**config.mk**
```make
export PLATFORM = sky130hd
export DESIGN_NAME = wes_ctrl
export DESIGN_NICKNAME = d
export VERILOG_FILES = /design/src/hdl/wes_pkg.sv /design/src/hdl/wes_ctrl.sv
export SDC_FILE = /design/constraint.sdc
export NUM_CORES = 1
export LEC_CHECK = 0
export BUFFER_PORTS_ARGS = -buffer_cell sky130_fd_sc_hd__buf_2
export CAP_MARGIN = 20
export CORE_AREA = 3 3 171 132
export CTS_CLUSTER_DIAMETER = 50
export DETAILED_ROUTE_END_ITERATION = 10
export DIE_AREA = 0 0 174 135
export SLEW_MARGIN = 10
export SYNTH_ARGS = -nofsm -noshare
export SYNTH_HDL_FRONTEND = slang
export SYNTH_SLANG_ARGS = --single-unit
```
**constraint.sdc**
```tcl
create_clock -name clk_i -period 5.4 [get_ports clk_i]
set_clock_uncertainty 0.1 [all_clocks]
set_input_delay 0.27 -clock clk_i [delete_from_list [all_inputs] [get_ports clk_i]]
set_output_delay 0.27 -clock clk_i [all_outputs]
set_load 0.005 [all_outputs]
```
**src/hdl/wes_pkg.sv**
```systemverilog
package wes_pkg;

  // Default grid limits (inner cells)
  localparam int unsigned DEF_MAX_WIDTH  = 64;
  localparam int unsigned DEF_MAX_HEIGHT = 64;

  // Q15 limits
  localparam int Q15_MAX  = 32767;
  localparam int Q15_MIN  = -32768;
  localparam int Q15_FRAC = 15;

  // Register reset values
  localparam logic signed [15:0] RST_COURANT = 16'sd5242;
  localparam logic [3:0]         RST_DAMP    = 4'd6;
  localparam logic [6:0]         RST_WIDTH   = 7'd64;
  localparam logic [6:0]         RST_HEIGHT  = 7'd64;

  typedef enum logic [1:0] {
    FN_WRITE  = 2'd0,
    FN_RD_CUR = 2'd1,
    FN_RD_PRV = 2'd2,
    FN_STEP   = 2'd3
  } func_e;

  typedef enum logic [2:0] {
    REG_COURANT = 3'd0,
    REG_DAMP    = 3'd1,
    REG_HALF    = 3'd2,
    REG_CYL     = 3'd3,
    REG_WIDTH   = 3'd4,
    REG_HEIGHT  = 3'd5
  } reg_e;

  typedef struct packed {
    func_e              func;
    logic [5:0]         col;
    logic [5:0]         row;
    logic signed [15:0] cell_value;
  } in_t;

  typedef struct packed {
    logic signed [15:0] read_value;
    logic               in_range;
  } out_t;

  typedef struct packed {
    logic signed [15:0] courant_sq;
    logic [3:0]         damping_shift;
    logic               half_duplex;
    logic               x_cylindrical;
    logic [6:0]         grid_width;
    logic [6:0]         grid_height;
  } cfg_t;

  typedef enum logic [3:0] {
    ST_CLEAR,
    ST_IDLE,
    ST_READ,
    ST_BCOL_RD,
    ST_BCOL_WR,
    ST_BROW_RD,
    ST_BROW_WR,
    ST_CELL_C,
    ST_CELL_E,
    ST_CELL_W,
    ST_CELL_N,
    ST_CELL_S,
    ST_CELL_MUL,
    ST_CELL_F,
    ST_CELL_WR
  } state_e;

  typedef enum logic [1:0] {
    WS_ZERO,
    WS_CELL,
    WS_COPY,
    WS_CALC
  } wr_src_e;

  typedef enum logic [2:0] {
    ACC_HOLD,
    ACC_INIT,
    ACC_ADD,
    ACC_MUL,
    ACC_FOLD
  } acc_e;

  typedef enum logic [1:0] {
    EM_NONE,
    EM_OK,
    EM_CUR,
    EM_PRV
  } emit_e;

  // Controller to datapath command
  typedef struct packed {
    logic    rd_en;
    logic    wr_en;
    logic    wr_nxt;   // 0: current grid, 1: next (previous) grid
    logic    wr_both;  // clear sweep writes both grids
    wr_src_e wr_src;
    acc_e    acc;
    emit_e   emit;
    logic    emit_ok;
    logic    swap;
  } ctl_t;

endpackage

```
**src/hdl/wes_ctrl.sv**
```systemverilog
module wes_ctrl #(
  parameter int unsigned MAX_WIDTH  = 64,
  parameter int unsigned MAX_HEIGHT = 64
) (
  input  logic                                            clk_i,
  input  logic                                            rst_ni,
  input  wes_pkg::cfg_t                                   cfg_i,
  input  logic                                            start_i,
  input  wes_pkg::in_t                                    cmd_i,
  output logic                                            busy_o,
  output wes_pkg::ctl_t                                   ctl_o,
  output logic [$clog2((MAX_WIDTH+2)*(MAX_HEIGHT+2))-1:0] rd_addr_o,
  output logic [$clog2((MAX_WIDTH+2)*(MAX_HEIGHT+2))-1:0] wr_addr_o
);
  import wes_pkg::*;

  localparam int unsigned P     = MAX_WIDTH + 2;
  localparam int unsigned CELLS = (MAX_WIDTH + 2) * (MAX_HEIGHT + 2);
  localparam int unsigned AW    = $clog2(CELLS);
  localparam int unsigned WW    = $clog2(MAX_WIDTH + 2);
  localparam int unsigned HW    = $clog2(MAX_HEIGHT + 2);

  state_e state_q, state_d;
  logic [HW-1:0] row_q, row_d;
  logic [WW-1:0] col_q, col_d;
  logic [AW-1:0] base_q, base_d, clr_q, clr_d;
  logic side_q, side_d, ok_q, ok_d, prv_q, prv_d;

  logic [WW-1:0] w_eff;
  logic [HW-1:0] h_eff;
  logic acc_ok;
  logic [AW-1:0] acc_addr, x, hbase, l_src, r_src, r_dst;
  logic last_col, last_row;

  // Effective grid size
  always_comb begin
    if (cfg_i.grid_width == '0) begin
      w_eff = WW'(1);
    end else if (32'(cfg_i.grid_width) > MAX_WIDTH) begin
      w_eff = WW'(MAX_WIDTH);
    end else begin
      w_eff = WW'(cfg_i.grid_width);
    end
    if (cfg_i.grid_height == '0) begin
      h_eff = HW'(1);
    end else if (32'(cfg_i.grid_height) > MAX_HEIGHT) begin
      h_eff = HW'(MAX_HEIGHT);
    end else begin
      h_eff = HW'(cfg_i.grid_height);
    end
  end

  // Addresses
  assign acc_ok   = (32'(cmd_i.col) < 32'(w_eff)) && (32'(cmd_i.row) < 32'(h_eff));
  assign acc_addr = AW'((32'(cmd_i.row) + 1) * P + 32'(cmd_i.col) + 1);
  assign x        = base_q + AW'(col_q);
  assign hbase    = AW'(32'(h_eff) * P);
  assign l_src    = cfg_i.x_cylindrical ? base_q + AW'(w_eff) : base_q + AW'(1);
  assign r_src    = cfg_i.x_cylindrical ? base_q + AW'(1) : base_q + AW'(w_eff);
  assign r_dst    = base_q + AW'(w_eff) + AW'(1);
  assign last_col = (col_q == w_eff);
  assign last_row = (row_q == h_eff);

  always_ff @(posedge clk_i or negedge rst_ni) begin
    if (!rst_ni) begin
      state_q <= ST_CLEAR;
      row_q   <= '0;
      col_q   <= '0;
      base_q  <= '0;
      clr_q   <= '0;
      side_q  <= 1'b0;
      ok_q    <= 1'b0;
      prv_q   <= 1'b0;
    end else begin
      state_q <= state_d;
      row_q   <= row_d;
      col_q   <= col_d;
      base_q  <= base_d;
      clr_q   <= clr_d;
      side_q  <= side_d;
      ok_q    <= ok_d;
      prv_q   <= prv_d;
    end
  end

  // Next state and counters
  always_comb begin
    state_d = state_q;
    row_d   = row_q;
    col_d   = col_q;
    base_d  = base_q;
    clr_d   = clr_q;
    side_d  = side_q;
    ok_d    = ok_q;
    prv_d   = prv_q;
    unique case (state_q)
      ST_CLEAR: begin
        clr_d = clr_q + AW'(1);
        if (clr_q == AW'(CELLS - 1)) begin
          state_d = ST_IDLE;
        end
      end
      ST_IDLE: begin
        if (start_i) begin
          unique case (cmd_i.func)
            FN_WRITE: ;
            FN_RD_CUR, FN_RD_PRV: begin
              ok_d    = acc_ok;
              prv_d   = (cmd_i.func == FN_RD_PRV);
              state_d = ST_READ;
            end
            FN_STEP: begin
              row_d   = HW'(1);
              base_d  = AW'(P);
              side_d  = 1'b0;
              state_d = ST_BCOL_RD;
            end
            default: ;
          endcase
        end
      end
      ST_READ: state_d = ST_IDLE;
      ST_BCOL_RD: state_d = ST_BCOL_WR;
      ST_BCOL_WR: begin
        side_d = ~side_q;
        if (!side_q) begin
          state_d = ST_BCOL_RD;
        end else if (last_row) begin
          col_d   = '0;
          state_d = ST_BROW_RD;
        end else begin
          row_d   = row_q + HW'(1);
          base_d  = base_q + AW'(P);
          state_d = ST_BCOL_RD;
        end
      end
      ST_BROW_RD: state_d = ST_BROW_WR;
      ST_BROW_WR: begin
        side_d = ~side_q;
        if (!side_q) begin
          state_d = ST_BROW_RD;
        end else if (col_q == w_eff + WW'(1)) begin
          row_d   = HW'(1);
          base_d  = AW'(P);
          col_d   = WW'(1);
          state_d = ST_CELL_C;
        end else begin
          col_d   = col_q + WW'(1);
          state_d = ST_BROW_RD;
        end
      end
      ST_CELL_C:   state_d = ST_CELL_E;
      ST_CELL_E:   state_d = ST_CELL_W;
      ST_CELL_W:   state_d = ST_CELL_N;
      ST_CELL_N:   state_d = ST_CELL_S;
      ST_CELL_S:   state_d = ST_CELL_MUL;
      ST_CELL_MUL: state_d = ST_CELL_F;
      ST_CELL_F:   state_d = ST_CELL_WR;
      ST_CELL_WR: begin
        if (!last_col) begin
          col_d   = col_q + WW'(1);
          state_d = ST_CELL_C;
        end else if (last_row) begin
          state_d = ST_IDLE;
        end else begin
          col_d   = WW'(1);
          row_d   = row_q + HW'(1);
          base_d  = base_q + AW'(P);
          state_d = ST_CELL_C;
        end
      end
      default: state_d = ST_IDLE;
    endcase
  end

  // Datapath commands
  always_comb begin
    ctl_o     = '0;
    rd_addr_o = '0;
    wr_addr_o = '0;
    unique case (state_q)
      ST_CLEAR: begin
        ctl_o.wr_en   = 1'b1;
        ctl_o.wr_both = 1'b1;
        ctl_o.wr_src  = WS_ZERO;
        wr_addr_o     = clr_q;
      end
      ST_IDLE: begin
        if (start_i) begin
          unique case (cmd_i.func)
            FN_WRITE: begin
              ctl_o.wr_en   = acc_ok;
              ctl_o.wr_src  = WS_CELL;
              ctl_o.emit    = EM_OK;
              ctl_o.emit_ok = acc_ok;
              wr_addr_o     = acc_addr;
            end
            FN_RD_CUR, FN_RD_PRV: begin
              ctl_o.rd_en = acc_ok;
              rd_addr_o   = acc_addr;
            end
            default: ;
          endcase
        end
      end
      ST_READ: begin
        ctl_o.emit    = prv_q ? EM_PRV : EM_CUR;
        ctl_o.emit_ok = ok_q;
      end
      ST_BCOL_RD: begin
        ctl_o.rd_en = 1'b1;
        rd_addr_o   = side_q ? r_src : l_src;
      end
      ST_BCOL_WR: begin
        ctl_o.wr_en  = 1'b1;
        ctl_o.wr_src = WS_COPY;
        wr_addr_o    = side_q ? r_dst : base_q;
      end
      ST_BROW_RD: begin
        ctl_o.rd_en = 1'b1;
        rd_addr_o   = side_q ? hbase + AW'(col_q) : AW'(P) + AW'(col_q);
      end
      ST_BROW_WR: begin
        ctl_o.wr_en  = 1'b1;
        ctl_o.wr_src = WS_COPY;
        wr_addr_o    = side_q ? hbase + AW'(P) + AW'(col_q) : AW'(col_q);
      end
      ST_CELL_C: begin
        ctl_o.rd_en = 1'b1;
        rd_addr_o   = x;
      end
      ST_CELL_E: begin
        ctl_o.rd_en = 1'b1;
        ctl_o.acc   = ACC_INIT;
        rd_addr_o   = x + AW'(1);
      end
      ST_CELL_W: begin
        ctl_o.rd_en = 1'b1;
        ctl_o.acc   = ACC_ADD;
        rd_addr_o   = x - AW'(1);
      end
      ST_CELL_N: begin
        ctl_o.rd_en = 1'b1;
        ctl_o.acc   = ACC_ADD;
        rd_addr_o   = x - AW'(P);
      end
      ST_CELL_S: begin
        ctl_o.rd_en = 1'b1;
        ctl_o.acc   = ACC_ADD;
        rd_addr_o   = x + AW'(P);
      end
      ST_CELL_MUL: ctl_o.acc = ACC_MUL;
      ST_CELL_F:   ctl_o.acc = ACC_FOLD;
      ST_CELL_WR: begin
        ctl_o.wr_en  = 1'b1;
        ctl_o.wr_nxt = 1'b1;
        ctl_o.wr_src = WS_CALC;
        wr_addr_o    = x;
        if (last_col && last_row) begin
          ctl_o.swap    = 1'b1;
          ctl_o.emit    = EM_OK;
          ctl_o.emit_ok = 1'b1;
        end
      end
      default: ;
    endcase
  end

  assign busy_o = (state_q != ST_IDLE);

endmodule

```
======== After elaboration in Yosys (flattened, before gate mapping) ========
Index checks and enable logic that the tools add are counted.
storage, ports and cells
  input bits .............................. 69
  flip-flop bits (word level) ............. 47
  word-level logic and storage cells ...... 155
  output and inout bits ................... 40
operators by class
  $add $sub $neg .......................... 20
  multipliers ............................. 2
  $lt $le $gt $ge ......................... 4
  multiplexer cells ....................... 69
  equal/unequal tests ..................... 32
  reductions and logical operators ........ 19
  bitwise operators ....................... 1
operators by type and width
  operator                                            count
  two-way mux 13 bit                                  17
  two-way mux 7 bit                                   17
  one-hot mux 13 bit (8 select lines)                 1
  adder 13 x 1 -> 13 bit, second input constant       5
  one-hot mux 13 bit (5 select lines)                 1
  one-hot mux 4 bit (14 select lines)                 1
  adder 13 x 7 -> 13 bit                              4
  one-hot mux 13 bit (4 select lines)                 1
  adder 13 x 7 -> 13 bit, second input constant       3
  == test 4 bit, second input constant                7
  one-hot mux 7 bit (4 select lines)                  1
  multiplier 7 x 6 -> 12 bit, second input constant   2
  adder 7 x 1 -> 7 bit, second input constant         3
  == test 7 bit                                       3
  one-hot mux 7 bit (3 select lines)                  1
  == test 4 x 3 -> 1 bit, second input constant       4
  two-way mux 3 bit                                   5
  > comparator 7 bit, second input constant           2
  zero test 7 bit                                     2
  less-than comparator 6 x 7 -> 1 bit                 2
  != test 2 bit, second input constant                7
  adder 13 x 6 -> 13 bit                              1
  == test 13 bit, second input constant               1
  subtractor 13 x 1 -> 13 bit, second input constant  1
  other kinds (33)                                    55

======== Longest topological paths before layout ========
Gate-level depths: netlist of the first run.
  depth in word-level cells ............... 8
  depth in mapped cells ................... 17

======== Worst setup path before layout of the first run ========
Ideal clock, no wire load.
  kind .................................... register -> output
  start ................................... register state_q[1]
  end ..................................... output port rd_addr_o[12]
  data required time ...................... 5.030 ns
  data arrival time ....................... 3.643 ns
  path slack .............................. 1.387 ns
  stages on the path, launching flop included .. 14
  buffers on the path ..................... 3
  path through ............................ dfrtp_1 -> clkbuf_1 -> clkbuf_1 -> buf_1 -> nand3_1 -> ha_1 -> a211o_1 -> a2111oi_0 -> o311ai_0 -> a21o_1 -> a21oi_1 -> xnor2_1 -> a221oi_1 -> o221ai_1
between the ends
  longest elaborated chain between the ends .. 2
  elaborated cells on any way between the ends .. 9
ends and longest elaborated chain
  element                                line             text
  from (decl)                            wes_ctrl.sv:23   state_e state_q, state_d;
  from (signal assigned)                 wes_ctrl.sv:75   state_q <= state_d;
  == test 4 bit (tied with other cells)  wes_ctrl.sv:181  unique case (state_q)
  one-hot mux 13 bit (8 select lines) *  wes_ctrl.sv:181
  to (decl)                              wes_ctrl.sv:12   output logic [$clog2((MAX_WIDTH+2)*(MAX_HEIGHT+2))-1:0] rd_addr_o,
Every way passes the cells marked *; elsewhere a longest branch is shown, timed or not.

======== Worst setup path after layout of the first run ========
  start ................................... register state_q[2]
  end ..................................... output port rd_addr_o[12]
Same word-level chain as after synthesis.

==> flow_summary.yaml, run 1 <==
setup_path:
  path_cells: "nor2b_1, buf_4, nand3_1, ha_1, a211o_1, a2111oi_0, o311ai_0, a21o_1, a21oi_1, xnor2_1, a221oi_1, o221ai_1, buf_2"
  critPathLaunchType: "flop"
  crit_family: "compound AO/OA/AOI/OAI gates"
  critical_path_class: "flop to primary output"
  path_max_fanout: 12
  cpPeakStageDelay_ns: 0.64
  timing.critical_path.buf_inv: 2
  crit_path_end_kind: "primary output"
  reg2reg_slack_ns: 2.03
  rr_worst_depth: 9
  cp_slowest_cell: "a2111oi_0"
  r2r_end: "col_q[2]$_DFFE_PN0P_"
  arrival_ns: 4.62
  crit_start: "state_q[2]$_DFFE_PN0P_"
  rr_startpoint: "col_q[5]$_DFFE_PN0P_"
  cp.required_ns: 5.03
status:
  status: "complete, but fails checks"
  violations: "negative hold slack"
place:
  port_buffers: 71
  gp_congestion: 0.9923
  hpwl_um: 24770
yosys:
  yosysSeqAreaShare_pct: 13.77
  avgSynthCellArea_um2: 7.508
  synth.area.mux_share_pct: 1.961
  synth_edf_count: 0
  netlist_instances: 1113
  yosys_warnings: 0
  synth.distinct_cells: 90
  syn-cell-area_um2: 8357
  synthSimpleGateAreaFrac_pct: 25.92
  synth_compound_area_share_pct: 25.26
  synth-seq-cells: 46
  synthAdderAreaFrac_pct: 15.15
  yosys.area_share.xor_xnor_pct: 12.73
  ys.flop_type: "dfrtp_1"
  synth_fp_nets: 1276
  synth_top_family_by_area: "simple AND/OR/NAND/NOR gates"
  async_reset_ff_share_pct: 100.0
worst_hold_path:
  hold_path_class: "input pin to asynchronous set/reset pin"
route:
  first_iter_violations: 1056
  ant_nets: 0
  drtPass1Iterations: 6
  vias: 8819
  avgRoutedWirePerCell_um: 21.26
  drc: 0
  vias_per_cell: 6.065
  finalWirelength_um: 30910
clock_network:
  htreeDepth: 2
  clock_sink_count: 46
  clkTransAtPathRegs_ns: 0.07
  cts_tree: "built"
  numCtsBuffers: 5
  cts-root-buf: "clkbuf_16"
  cts_resized: 0
  clockBufferDepth: 2
  insertion_delay_ns: 0.31
  cts-hold-fix-buffers: 0
  cts_setup_buffers: 0
timing:
  rsz0062_at_grt: "no"
  setup_viol: 0
  max_slew.worst_pin.slew_ns: 1.108
  holdWs_ns: -0.04468
  slew-limit-headroom_pct: 25.87
  fmax_ghz: 0.2005
  tns_ns: 0
  maxSlewViolCount: 0
  period_minus_slack_ns: 4.987
  hold_violations: 27
  fin_crit_sh_pct: 92.35
grt:
  grt_remaining_overflow: 0
  grt_first_pass_wirelength_um: 47170
  grt_max_degree: 47
  grt_use_total_pct: 25.61
  first_global_vias: 7926
  antenna_found_initial: 0
floorplanning:
  die-area_um2: 23490
  die_w_um: 174
  die-height_um: 135
  initial_core_util_pct: 39.89
  io_pins: 109
  core_area_um2: 20950
  rows: 46
flow_run:
  cap_violations: 0
power:
  ir_worst_vdd_uv: 192.0
  power_mw: 3.689
  leakage_nw: 4.015
  p_per_area_nw_per_um2: 400.1
finish:
  syn2layout_area_growth_pct: 10.33
  diodes: 0
  finalNetCount: 1328
  layout-drive-gt1-share_pct: 12.26
==> through the flow <==
step                util [%]  std cells  area, um2  setup slack (ns)
finish                 44.01       1454       9220            0.4131
global route           44.01       1454       9220          0.004864
CTS                    44.01       1454       9220            0.5299
detailed placement     43.20       1446       9051            0.7315
global placement       43.20       1446       9051            0.7993
floorplan                  -       1113       8357             1.387
==> worst max path at each step <==
stage,end,slack [ns],cells after the start
floorplan,rd_addr_o[12],1.39,13
global placement,rd_addr_o[12],0.80,17
detailed placement,wr_addr_o[12],0.73,17
CTS,rd_addr_o[12],0.53,13
global route,rd_addr_o[12],0.005,16
finish,rd_addr_o[12],0.41,13
==> state kept, by name (all words and copies together) (netlist names) <==
| name | cells |
|---|---|
| base_q | 12 |
| state_q | 4 |
| prv_q | 1 |
| col_q | 7 |
| row_q | 7 |
| side_q | 1 |
| clr_q | 13 |
| ok_q | 1 |
==> report_power, final <==
part	leakage [nW]	switching [mW]	internal [mW]
Clock	0.0842	0.166	0.220
Sequential	0.608	0.145	0.425
Combinational	3.32	1.65	1.08
==> metal layers <==
layer	vias to the layer above	part of all wire [%]	wire length (um)	GRT usage, %
met5	-	0	0	0
met4	0	2.7	825	7.143
met3	62	9.0	2776	5.987
met2	417	40	12500	36.52
met1	4163	48	14810	38.23
li1	4177	-	-	-
==> kinds of logic (layout without fill, tap and decap cells) <==
logic type,Yosys count,count (layout)
AND/OR/NAND/NOR,420,420
AO/OA/AOI/OAI,309,309
XOR/XNOR,119,119
buffers and inverters,107,160
adder cells (fa/ha/maj),94,94
flip-flops,46,46
multiplexers,16,16
other,2,2
==> final cells by class <==
cell class,instances,area (um2)
Clock inverter,3,43.79
Sequential cell,46,1151
Tap cell,288,360.3
Timing Repair Buffer,97,550.5
Fill cell,2204,11730
Clock buffer,5,125.1
Inverter,55,206.4
Multi-Input combinational cell,960,6783
==> cell usage in the layout (no fill, tap or decap), types with 5 or more instances in the layout <==
cell type,count
nor2_1,107
nand2_1,102
ha_1,82
xnor2_1,80
buf_2,71
o21ai_0,70
a21oi_1,58
inv_1,53
dfrtp_1,46
nand3_1,42
xor2_1,37
nor3_1,29
nand2b_1,26
buf_4,26
a31oi_1,17
and3_1,16
o211ai_1,16
nor2b_1,15
a211oi_1,14
mux2i_1,13
o221ai_1,13
o31ai_1,12
fa_1,12
or2_2,11
a21o_1,11
o21a_1,11
o22ai_1,10
and2_1,10
nand4_1,10
a22oi_1,9
or3_1,7
a221oi_1,6
o41ai_1,5
nor3b_1,5
a222oi_1,5
or4_1,5
clkbuf_16,5
==> cell usage after synthesis (all sizes together) (7+ instances only) <==
cell	count	area (um2)
or3	7	43.79
nor3	31	166.4
a31oi	17	106.4
nand2b	27	176.4
nor4	8	92.58
ha	82	1026
o211ai	16	120.1
or2	11	68.82
nor2b	16	107.6
dfrtp	46	1151
fa	12	240.2
o21a	11	82.58
nand3	43	220.2
a21o	12	97.59
o22ai	10	62.56
o21ai	72	371.6
inv	55	206.5
a211oi	14	105.1
mux2i	13	130.1
nor2	107	401.6
and3	16	100.1
a22oi	9	67.56
buf	13	73.82
nand2	102	382.9
nand4	10	62.56
o221ai	13	113.9
and2	10	62.56
a21oi	58	290.3
xor2	37	324.1
o31ai	16	140.1
xnor2	81	716.9
clkbuf	39	147.6
(Power assumes the default switching activity.)
==> run 2: changes to the inputs <==
CORE_AREA = 2 2 170 131   (was 3 3 171 132)
CTS_CLUSTER_SIZE = 25   (was not set)
DIE_AREA = 0 0 172 133   (was 0 0 174 135)
RECOVER_POWER = 100   (was not set)
==> flow_summary.yaml, run 2 (synthesis results as in run 1) <==
status:
  status: "complete, but fails checks"
  violations: "max-capacitance violations, max-slew violations"
setup_path:
  reg2reg_slack_ns: 0.78
  rr_startpoint: "col_q[0]$_DFFE_PN0P_"
  path_max_fanout: 7
  crit_path_end_kind: "primary output"
  cp.required_ns: 5.03
  rr_worst_depth: 7
  r2r_end: "base_q[11]$_DFFE_PN0P_"
  critPathLaunchType: "input pin"
  critical_path_class: "input pin to primary output"
  arrival_ns: 4.54
timing:
  holdWs_ns: 0.2324
  maxSlewViolCount: 74
  rsz0062_at_grt: "no"
  hold_violations: 0
  postLayoutSetupSlackWorst_ns: 0.4890
  max_slew.worst_pin.slew_ns: 2.725
  fmax_ghz: 0.2036
  slew-limit-headroom_pct: -81.67
  setup_viol: 0
  tns_ns: 0
  fin_crit_sh_pct: 90.94
  period_minus_slack_ns: 4.911
clock_network:
  insertion_delay_ns: 0.31
  cts_tree: "built"
  clock_sink_count: 46
  numCtsBuffers: 5
  htreeDepth: 2
  clockBufferDepth: 2
  cts-root-buf: "clkbuf_16"
  clkTransAtPathRegs_ns: 0.07
  cts_setup_buffers: 0
  cts_resized: 0
  cts-hold-fix-buffers: 0
place:
  place_area_um2: 9051
  pre_cts_ws_ns: 0.7642
  hpwl_um: 24580
  port_buffers: 71
  gp_congestion: 0.9680
finish:
  design_area_um2: 9107
  final_cell_mix: "nor2_1 (107), nand2_1 (102), ha_1 (82)"
  largest_register: "clr_q"
  layout-drive-gt1-share_pct: 8.755
  n_fill_cell: 2307
  reg_top3: "clr_q (13), base_q (12)"
  syn2layout_area_growth_pct: 8.983
  finalNetCount: 1327
  diodes: 0
  largest_reg_flops: 13
  final_common_cell: "nor2_1"
grt:
  antenna_found_initial: 0
  first_global_vias: 7731
  grt_first_pass_wirelength_um: 46420
  grt_use_total_pct: 26.54
  grt_remaining_overflow: 0
  grt_max_degree: 47
power:
  power_mw: 3.638
  p_per_area_nw_per_um2: 399.5
  leakage_nw: 3.876
  ir_worst_vdd_uv: 186.6
flow_run:
  cap_violations: 2
floorplanning:
  die-area_um2: 22880
  die-height_um: 133
  core_area_um2: 21410
  rows: 47
  initial_core_util_pct: 39.04
  die_w_um: 172
  io_pins: 109
route:
  first_iter_violations: 889
  drtPass1Iterations: 6
  drc: 0
  vias: 8729
  finalWirelength_um: 30500
  avgRoutedWirePerCell_um: 20.90
  vias_per_cell: 5.983
  ant_nets: 0
worst_hold_path:
  hold_path_class: "input pin to flop"
  min_path_cells: 4
  min_from: "start_i"
  worst_hold_path.endpoint: "state_q[0]$_DFFE_PN0P_"
-- run 2: per-stage QoR --
stage          std cells  utilization [%]
3_3_place_gp        1451            42.28
5_1_grt             1459            42.55
3_5_place_dp        1451            42.28
4_1_cts             1459            43.07
2_1_floorplan       1113                -
6_report            1459            42.55
-- run 2: final cells by class --
class	instances	area, um2	share of cell area [%]
clock inverters	3	43.79	0.4808
flip-flops and latches	46	1151	12.64
inverters	55	206.4	2.267
clock buffers	5	125.1	1.374
repair buffers	96	496.7	5.454
multi-input cells	960	6716	73.75
well taps	294	367.9	4.039
-- run 2: report_power, final --
group          internal (mW)  switching (mW)
clock network          0.220           0.165
registers              0.425           0.144
logic                   1.04            1.65
total                   1.68            1.96
-- run 2: worst max path at each step --
| stage | startpoint | to | slack, ns | cells after the start |
|---|---|---|---|---|
| finish | cmd_i[16] | rd_addr_o[12] | 0.49 | 17 |
| global route | base_q[2]$_DFFE_PN0P_ | rd_addr_o[12] | 0.13 | 12 |
| CTS | base_q[2]$_DFFE_PN0P_ | rd_addr_o[12] | 0.59 | 12 |
| detailed placement | cmd_i[16] | wr_addr_o[12] | 0.76 | 17 |
| global placement | cmd_i[16] | rd_addr_o[12] | 0.83 | 17 |
| floorplan | state_q[1]$_DFFE_PN0P_ | rd_addr_o[12] | 1.39 | 13 |
-- run 2: worst max-delay path, stage by stage --
cell      delay [ns]
clkbuf_1        0.29
ha_1            0.36
and3_1          0.21
and3_1          0.22
ha_1            0.25
ha_1            0.20
ha_1            0.22
fa_1            0.54
nand4b_1        0.11
mux2_1          0.40
nor2_1          0.32
o21ai_0         0.15
a211oi_1        0.28
nor3_1          0.11
buf_4           0.17
o221ai_1        0.26
clkbuf_1        0.18
-- run 2: metal layers --
metal  track usage [%]  part of all wire [%]
met1             40.08                    47
met2             37.64                    41
met3             5.983                   9.0
met4             6.069                   2.3
met5             3.261                  0.32
